===== src/design/vdrm_pkg.sv =====
// Shared types, constants and byte-swap helpers of the virtqueue ring manager.
`default_nettype none
package vdrm_pkg;

  localparam int unsigned QueueSize = 128;
  localparam int unsigned IdxW      = 7;
  localparam int unsigned CntW      = 8;
  localparam int unsigned RingAw    = 8;

  localparam logic [2:0] StSegTaken    = 3'd0;
  localparam logic [2:0] StChainPosted = 3'd1;
  localparam logic [2:0] StNoSpace     = 3'd2;
  localparam logic [2:0] StNothingDone = 3'd3;
  localparam logic [2:0] StBufReturned = 3'd4;

  localparam logic [15:0] FlagNext  = 16'h0001;
  localparam logic [15:0] FlagWrite = 16'h0002;

  localparam logic [7:0] RegLeMode   = 8'd0;
  localparam logic [7:0] RegEventIdx = 8'd1;

  localparam logic [CntW-1:0] QueueSizeCnt = 8'd128;

  // Controller to datapath.
  typedef struct packed {
    logic capture;
    logic res_nothing;
    logic res_nospace;
    logic add_start;
    logic add_exec;
    logic hv_start;
    logic hv_step;
    logic out_load;
  } vdrm_cmd_t;

  // Datapath to controller.
  typedef struct packed {
    logic is_harvest;
    logic none_done;
    logic reject;
    logic walk_last;
    logic out_busy;
  } vdrm_sts_t;

  function automatic logic [15:0] sw16(input logic [15:0] v, input logic en);
    sw16 = en ? {v[7:0], v[15:8]} : v;
  endfunction

  function automatic logic [31:0] sw32(input logic [31:0] v, input logic en);
    sw32 = en ? {v[7:0], v[15:8], v[23:16], v[31:24]} : v;
  endfunction

  function automatic logic [63:0] sw64(input logic [63:0] v, input logic en);
    sw64 = en ? {v[7:0], v[15:8], v[23:16], v[31:24],
                 v[39:32], v[47:40], v[55:48], v[63:56]} : v;
  endfunction

endpackage
`default_nettype wire


===== src/design/vdrm_ctrl.sv =====
// Sequencing state machine of the virtqueue ring manager.
`default_nettype none
module vdrm_ctrl (
  input  wire logic               clk_i,
  input  wire logic               rst_ni,
  input  wire logic               in_valid_i,
  output logic                    in_ready_o,
  input  wire vdrm_pkg::vdrm_sts_t sts_i,
  output vdrm_pkg::vdrm_cmd_t     cmd_o
);
  import vdrm_pkg::*;

  localparam logic [2:0] SIdle   = 3'd0;
  localparam logic [2:0] SDecide = 3'd1;
  localparam logic [2:0] SAdd    = 3'd2;
  localparam logic [2:0] SWalk   = 3'd3;
  localparam logic [2:0] SFinish = 3'd4;

  logic [2:0] state_q, state_d;

  assign in_ready_o = (state_q == SIdle);

  always_comb begin
    state_d = state_q;
    cmd_o   = '0;
    unique case (state_q)
      SIdle: begin
        if (in_valid_i) begin
          cmd_o.capture = 1'b1;
          state_d       = SDecide;
        end
      end
      SDecide: begin
        if (sts_i.is_harvest) begin
          if (sts_i.none_done) begin
            cmd_o.res_nothing = 1'b1;
            state_d           = SFinish;
          end else begin
            cmd_o.hv_start = 1'b1;
            state_d        = SWalk;
          end
        end else if (sts_i.reject) begin
          cmd_o.res_nospace = 1'b1;
          state_d           = SFinish;
        end else begin
          cmd_o.add_start = 1'b1;
          state_d         = SAdd;
        end
      end
      SAdd: begin
        cmd_o.add_exec = 1'b1;
        state_d        = SFinish;
      end
      SWalk: begin
        cmd_o.hv_step = 1'b1;
        if (sts_i.walk_last) begin
          state_d = SFinish;
        end
      end
      SFinish: begin
        if (!sts_i.out_busy) begin
          cmd_o.out_load = 1'b1;
          state_d        = SIdle;
        end
      end
      default: begin
        state_d = SIdle;
      end
    endcase
  end

  always_ff @(posedge clk_i or negedge rst_ni) begin
    if (!rst_ni) begin
      state_q <= SIdle;
    end else begin
      state_q <= state_d;
    end
  end

endmodule
`default_nettype wire


===== config.mk =====
export PLATFORM = sky130hd
export DESIGN_NAME = vdrm_ctrl
export DESIGN_NICKNAME = d
export VERILOG_FILES = /design/src/design/vdrm_pkg.sv /design/src/design/vdrm_ctrl.sv
export SDC_FILE = /design/constraint.sdc
export NUM_CORES = 1
export LEC_CHECK = 0
export BUFFER_PORTS_ARGS = -buffer_cell sky130_fd_sc_hd__buf_2
export CAP_MARGIN = 5
export CORE_AREA = 2 2 39 41
export DETAILED_ROUTE_END_ITERATION = 10
export DIE_AREA = 0 0 41 43
export PLACE_DENSITY = 0.41
export SLEW_MARGIN = 15
export SYNTH_ARGS = -nofsm -noshare
export SYNTH_HDL_FRONTEND = slang
export SYNTH_SLANG_ARGS = --single-unit

===== constraint.sdc =====
create_clock -name clk_i -period 1.55 [get_ports clk_i]
set_input_delay 0.155 -clock clk_i [delete_from_list [all_inputs] [get_ports clk_i]]
set_output_delay 0.155 -clock clk_i [all_outputs]
set_load 0.005 [all_outputs]

==> summary.md, run 1 <==
| Metric | Value |
|---|---|
| Final routed DRC violation total | 0 |
| Period minus WS final | 1.47 ns |
| Number of flip-flops in the largest register | 3 |
| Max-capacitance violation count | 0 |
| Yosys warnings | 0 |
| Average size of a mapped cell | 9.74 um^2 |
| Sequential share of the synthesized area | 0.275 |
| Area of the core region | 1380 um^2 |
| Clk_lat worst skew | 0.23 ns |
| Total nets after synthesis | 36 |
| Final-layout fill cell count | 160 |
| Highest metal layer with signal wires | met3 |
| First-pass detailed-route iteration total | 3 |
| Most frequent cells after synthesis | 3 x dfrtp_1, 2 x nor2_1, 2 x nor3_1, 2 x nor3b_2 |
| Post-synth top area share | 0.275 |
| Library cell with the largest summed area after synthesis | dfrtp_1 |
| Outcome | completed |
| Post-synth EDFFs | 0 |
| TritonCTS buffer count | 3 |
| Cell with the most instances after synthesis | dfrtp_1 |
| Most area-consuming cells after synthesis | dfrtp_1 28%, nor3b_2 9.2%, buf_6 4.1%, nand4bb_1 4.1%, or3b_4 4.1% |
| Count of input and output buffers | 16 |
| Cell area reported after detailed placement | 372 um^2 |
| Global-route total usage across every layer | 0.0904 |
| Pin slew with the least headroom to its limit | 0.233 ns |
| Non-Filler Cell Area, Final | 429 um^2 |
| Wire length of the first global-routing pass | 1060 um |
| TritonCTS sink count | 3 |
| Horizontal die dimension | 41 um |
| Share of final-layout standard cells stronger than drive strength 1 | 0.549 |
| DRC violation total after the first TritonRoute iteration | 3 |
| Async SR Flop Fraction | 1.00 |
| Worst-path maximum fanout | 4 |
| Critical path startpoint category | flip-flop |
| Met3 routed WL | 61 um |
| Number of vias per cell | 4.55 |
| Count of distinct cell types in the synthesized netlist | 23 |
| Biggest regs | state_q (3) |
| Data arrival time at the worst-slack endpoint | 1.32 ns |
| Total of flip-flops plus latches after synthesis | 3 |
| Starting utilization of the core area | 0.197 |
| Number of endpoints failing setup at the final stage | 0 |
| Max IR drop VDD | 0.000718 V |
| Die Footprint | 1760 um^2 |
| Area delta synth->final | 57.3% |
| Wirelength per Cell | 10.4 um |
| Worst slew margin relative to its limit | 0.842 |
| TritonCTS clock tree | done |
| Largest net degree at the start of global routing | 10 |
| Hold Crit Class | input port to flip-flop |
| Post-Syn Instances | 28 |
| Static power due to leakage | 0.000222 uW |
| Setup clock skew after layout | 0.00210 ns |
| Vias post-DR | 305 |
| Initial antenna violation count | 0 |
| Number of ports placed on the die boundary | 17 |
| Antenna Violating Nets Remaining | 0 |
| Root buf cell | clkbuf_4 |
| Total count of max-transition violations in the final report | 0 |
| WL final | 694 um |
| Power Dens Cells | 1530 nW/um^2 |
| Worst Path Class, Setup | flip-flop to primary output |
| Total overflow reported by the global router | 0 |
| Final cycle utilization of the critical path | 0.951 |
| Reg clk slew, reported paths | 0.04 ns |
| Unrepaired setup endpoints after global routing | false |
| Final antenna diode count | 0 |
| NumNets Final | 60 |
| Depth of the CTS H-tree | 1 |
| Post-detailed-placement half-perimeter wirelength | 503 um |
| Type of element capturing the critical path | primary output |
| Final weighted congestion of routability-driven global placement | 0.701 |
| Data required time at the worst endpoint | 1.39 ns |
| Count of standard-cell rows | 14 |
| Area of the mapped netlist | 273 um^2 |
| Predominant post-synthesis flop cell | dfrtp_1 |
| Via count of the first global-routing pass | 254 |
| Maximum achievable frequency | 678 MHz |
| DRT met1 WL | 277 um |
| Number of failing hold endpoints at the final stage | 0 |
| Reg with most FFs | state_q |
| CTS Buffer Depth | 2 |
| Total power consumption of the routed design | 656 uW |
| WL met2 | 356 um |
| Y dimension of the die | 43 um |
[routing by layer]
layer | global-route usage | vias up
li1 | - | 153
met1 | 0.106 | 140
met2 | 0.131 | 12
met3 | 0.0628 | 0
met4 | 0.0200 | 0
met5 | 0 | -
[critical path, cell delays in order (launching register included)]
cell and delay, ns:
dfrtp_1 0.38, or3b_4 0.43, nor3b_2 0.15, buf_2 0.13
[power breakdown]
group / switching, uW / internal (uW)
Combinational: 168 / 212
Clock: 41.5 / 96.5
Sequential: 26.2 / 113
[cell families after synthesis]
| kind of cell | after synthesis | share of synthesized area |
|---|---|---|
| compound gates | 3 | 0.0826 |
| mux | 1 | 0.0367 |
| flops | 3 | 0.275 |
| simple gates | 18 | 0.532 |
| buf+inv | 3 | 0.0734 |
[repair_timing]
item                                    CTS  global route
setup buffers                             0             2
hold buffers                              1             0
hold endpoints to repair                  3             0
endpoints found under the setup margin    4             3
resized for setup                         2             0
pin swaps                                 0             1
[placed cells by master (no fill, tap or decap), types with 2 or more instances in the layout]
cell type   n
nor3b_2     3
buf_2      16
dfrtp_1     2
buf_4       4
nor3_1      2
clkbuf_4    3
nor2_1      2
[cell type report]
type	count	area, um^2	area share
Sequential cell	3	76.3	0.178
Clock buffer	4	26.3	0.0612
Timing Repair Buffer	21	120	0.280
Multi-Input combinational cell	22	183	0.426
Tap cell	16	20.0	0.0466
Inverter	1	3.75	0.00875
[per-stage QoR]
step / worst slack (ns) / hold WS, ns / TNS (ns) / util / std cells
global route: 0.0204 / 0.259 / 0 / 0.310 / 67
global placement: 0.238 / -0.0471 / 0 / 0.269 / 60
CTS: -0.0130 / 0.244 / -0.0130 / 0.299 / 65
finish: 0.0758 / 0.244 / 0 / 0.310 / 67
detailed placement: 0.243 / -0.0460 / 0 / 0.269 / 60
floorplan: 0.313 / -0.141 / 0 / - / 28
[final timing paths]
| path | start | to | slack, ns | cells past startpoint |
|---|---|---|---|---|
| max in group asynchronous | rst_ni | state_q[2] | 1.18 | 2 |
| worst min register to register | state_q[2] | state_q[0] | 0.59 | 2 |
| worst min-delay path | sts_i[1] | state_q[0] | 0.24 | 3 |
| worst max register to register | state_q[0] | state_q[2] | 0.33 | 3 |
| min in group asynchronous | rst_ni | state_q[1] | 0.25 | 2 |
| worst max-delay path | state_q[0] | cmd_o[2] | 0.08 | 3 |
Note: power is estimated with default switching activity, not from simulation.
==> run 2, diff against run 1 <==
--- a/config.mk
+++ b/config.mk
@@ -10,7 +10,7 @@
 export CORE_AREA = 2 2 39 41
 export DETAILED_ROUTE_END_ITERATION = 10
 export DIE_AREA = 0 0 41 43
-export PLACE_DENSITY = 0.41
+export PLACE_DENSITY = 0.49
 export SLEW_MARGIN = 15
 export SYNTH_ARGS = -nofsm -noshare
 export SYNTH_HDL_FRONTEND = slang
==> constraint.sdc (replaced) <==
create_clock -name clk_i -period 1.55 [get_ports clk_i]
set_input_delay 0.155 -clock clk_i [delete_from_list [all_inputs] [get_ports clk_i]]
set_output_delay 0.155 -clock clk_i [all_outputs]
set_load 0.01 [all_outputs]
==> summary.md, run 2 (same netlist as run 1, synthesis figures left out) <==
| Metric | Value |
|---|---|
| TritonCTS clock tree | done (unchanged) |
| Logic pwr share | 0.617 (was 0.578) |
| Hold Crit Class | input port to flip-flop (unchanged) |
| Final weighted congestion of routability-driven global placement | 0.688 (was 0.701) |
| Data required time at the worst endpoint | 1.39 ns (about the same) |
| Reg clk slew, reported paths | 0.04 ns (about the same) |
| CTS Buffer Depth | 2 (unchanged) |
| Static power due to leakage | 0.000226 uW (was 0.000222 uW) |
| Initial antenna violation count | 0 (unchanged) |
| Antenna Violating Nets Remaining | 0 (unchanged) |
| Via count of the first global-routing pass | 301 (was 254) |
| Non-Filler Cell Area, Final | 443 um^2 (was 429 um^2) |
| Final routed DRC violation total | 0 (unchanged) |
| Y dimension of the die | 43 um (unchanged) |
| Delay of the slowest cell on the worst path | 0.41 ns (was 0.43 ns) |
| Root buf cell | clkbuf_4 (unchanged) |
| Die Footprint | 1760 um^2 (unchanged) |
| Share of power burned in the clock network | 0.197 (was 0.210) |
| Critical path startpoint category | flip-flop (unchanged) |
| Period minus WS final | 1.51 ns (was 1.47 ns) |
| Commonest cells after routing, fill and taps aside | 16 x buf_2, 5 x buf_4, 3 x nor3b_2, 3 x clkbuf_4 (was 16 x buf_2, 4 x buf_4, 3 x nor3b_2, 3 x clkbuf_4) |
| Register share of total power | 0.186 (was 0.211) |
| Power Dens Cells | 1620 nW/um^2 (was 1530 nW/um^2) |
| Outcome | completed (unchanged) |
| Setup clock skew after layout | 0.00277 ns (was 0.00210 ns) |
| Area delta synth->final | 62.4% (was 57.3%) |
| First-pass detailed-route iteration total | 4 (was 3) |
| Area of the core region | 1380 um^2 (unchanged) |
| Max IR drop VDD | 0.000505 V (was 0.000718 V) |
| Vias post-DR | 318 (was 305) |
| Reg with most FFs | state_q (unchanged) |
| Final antenna diode count | 0 (unchanged) |
| Biggest regs | state_q (3) (unchanged) |
| Data arrival time at the worst-slack endpoint | 1.35 ns (was 1.32 ns) |
| DRC violation total after the first TritonRoute iteration | 3 (unchanged) |
| Cell with the largest stage delay on the worst path | or3b_4 (unchanged) |
| Worst Path Class, Setup | flip-flop to primary output (unchanged) |
| Launch point of the critical path | state_q[2] (was state_q[0]) |
| Maximum achievable frequency | 662 MHz (was 678 MHz) |
| Critical path cell sequence | or3b_4 -> nor3b_2 -> buf_2 (unchanged) |
| Count of standard-cell rows | 14 (unchanged) |
| Worst slew margin relative to its limit | 0.835 (was 0.842) |
| Depth of the CTS H-tree | 1 (unchanged) |
| Wirelength per Cell | 11.2 um (was 10.4 um) |
| Cell Int Power | 442 uW (was 421 uW) |
| Final cycle utilization of the critical path | 0.974 (was 0.951) |
| Worst reg2reg setup slack | 0.18 ns (was 0.33 ns) |
| Share of final-layout standard cells stronger than drive strength 1 | 0.596 (was 0.549) |
| Cell area reported after detailed placement | 372 um^2 (unchanged) |
| Most common cell after layout, fill and taps aside | buf_2 (unchanged) |
| Total negative setup slack | 0 ns (unchanged) |
| Count of input and output buffers | 16 (unchanged) |
| CP Capture Point | cmd_o[2] (unchanged) |
| Net Sw Frac | 0.384 (was 0.359) |
| Global-route total usage across every layer | 0.115 (was 0.0904) |
| Pre-CTS worst setup slack | 0.180 ns (was 0.243 ns) |
| Crit Reg-Reg Startpoint | state_q[0] (unchanged) |
| NumNets Final | 61 (was 60) |
| TritonCTS buffer count | 3 (unchanged) |
| Total overflow reported by the global router | 0 (unchanged) |
| Unrepaired setup endpoints after global routing | false (unchanged) |
| Number of flip-flops in the largest register | 3 (unchanged) |
| Horizontal die dimension | 41 um (unchanged) |
| Net switching power | 276 uW (was 236 uW) |
| Terminus of the critical flop-to-flop path | state_q[2] (unchanged) |
| Number of failing hold endpoints at the final stage | 0 (unchanged) |
| Pin slew with the least headroom to its limit | 0.244 ns (was 0.233 ns) |
| WL final | 764 um (was 694 um) |
| Worst-path maximum fanout | 4 (unchanged) |
| TritonCTS sink count | 3 (unchanged) |
| Number of ports placed on the die boundary | 17 (unchanged) |
| Final worst slack | 0.0401 ns (was 0.0758 ns) |
| Starting utilization of the core area | 0.197 (unchanged) |
| Wire length of the first global-routing pass | 1280 um (was 1060 um) |
| Post-detailed-placement half-perimeter wirelength | 534 um (was 503 um) |
| Number of vias per cell | 4.68 (was 4.55) |
| Max-capacitance violation count | 0 (unchanged) |
| Total count of max-transition violations in the final report | 0 (unchanged) |
| Type of element capturing the critical path | primary output (unchanged) |
| Largest net degree at the start of global routing | 10 (unchanged) |
| Number of endpoints failing setup at the final stage | 0 (unchanged) |
| Reg2reg path depth | 4 (was 3) |
| Clk_lat worst skew | 0.24 ns (was 0.23 ns) |
-- run 2: cell types whose count changed in the layout (fill, tap and decap cells not counted), sizes merged --
cell,before,now
buf,20,21
-- run 2: worst max-delay path, delay by kind of cell, from the launching register on --
family	cells	cell delay, ns
buffers and inverters	1	0.15
flip-flops	1	0.40
AND/OR/NAND/NOR	2	0.57
-- run 2: how the worst min path moves through the flow --
| stage | startpoint | slack (ns) | endpoint | cells after the start |
|---|---|---|---|---|
| after floorplan | rst_ni | -0.14 | state_q[0] | 0 |
| after global placement | rst_ni | -0.04 | state_q[2] | 1 |
| after detailed placement | rst_ni | -0.04 | state_q[1] | 1 |
| after CTS | sts_i[1] | 0.23 | state_q[0] | 3 |
| after global routing | rst_ni | 0.26 | state_q[2] | 2 |
| final | sts_i[1] | 0.23 | state_q[0] | 3 |
-- run 2: power groups by stage --
| stage | combinational [uW] | clock (uW) | sequential, uW |
|---|---|---|---|
| 2_1_floorplan | 256 | 0 | 133 |
| 3_3_place_gp | 340 | 0 | 156 |
| 3_5_place_dp | 340 | 0 | 159 |
| 4_1_cts | 434 | 146 | 132 |
| 5_1_grt | 486 | 147 | 138 |
| 6_report | 443 | 141 | 133 |
-- run 2: through the flow --
step / power (uW) / hold WS, ns / utilization / cells
after floorplan: 389 / -0.141 / - / 28
after global placement: 496 / -0.0385 / 0.269 / 60
after detailed placement: 500 / -0.0439 / 0.269 / 60
after CTS: 712 / 0.226 / 0.313 / 68
after global routing: 771 / 0.256 / 0.320 / 68
final: 717 / 0.230 / 0.320 / 68
-- run 2: area by class of cell --
cell class | count | area [um^2]
well taps | 16 | 20.0
flip-flops and latches | 3 | 77.6
multi-input cells | 22 | 188
clock buffers | 4 | 26.3
inverters | 1 | 3.75
repair buffers | 22 | 128
fillers | 156 | 941
-- run 2: timing repair --
action,4_1_cts,5_1_grt
endpoints found under the hold margin,3,0
buffers inserted,3,0
resized for setup,2,2
pin swaps,2,1
setup endpoints to repair,3,3
hold buffers,1,0
-- run 2: metal layers --
| metal | routed length [um] | global-route usage | vias up |
|---|---|---|---|
| li1 | - | - | 154 |
| met1 | 295 | 0.126 | 147 |
| met2 | 405 | 0.159 | 15 |
| met3 | 51 | 0.0314 | 2 |
| met4 | 12 | 0.120 | 0 |
| met5 | 0 | 0 | - |
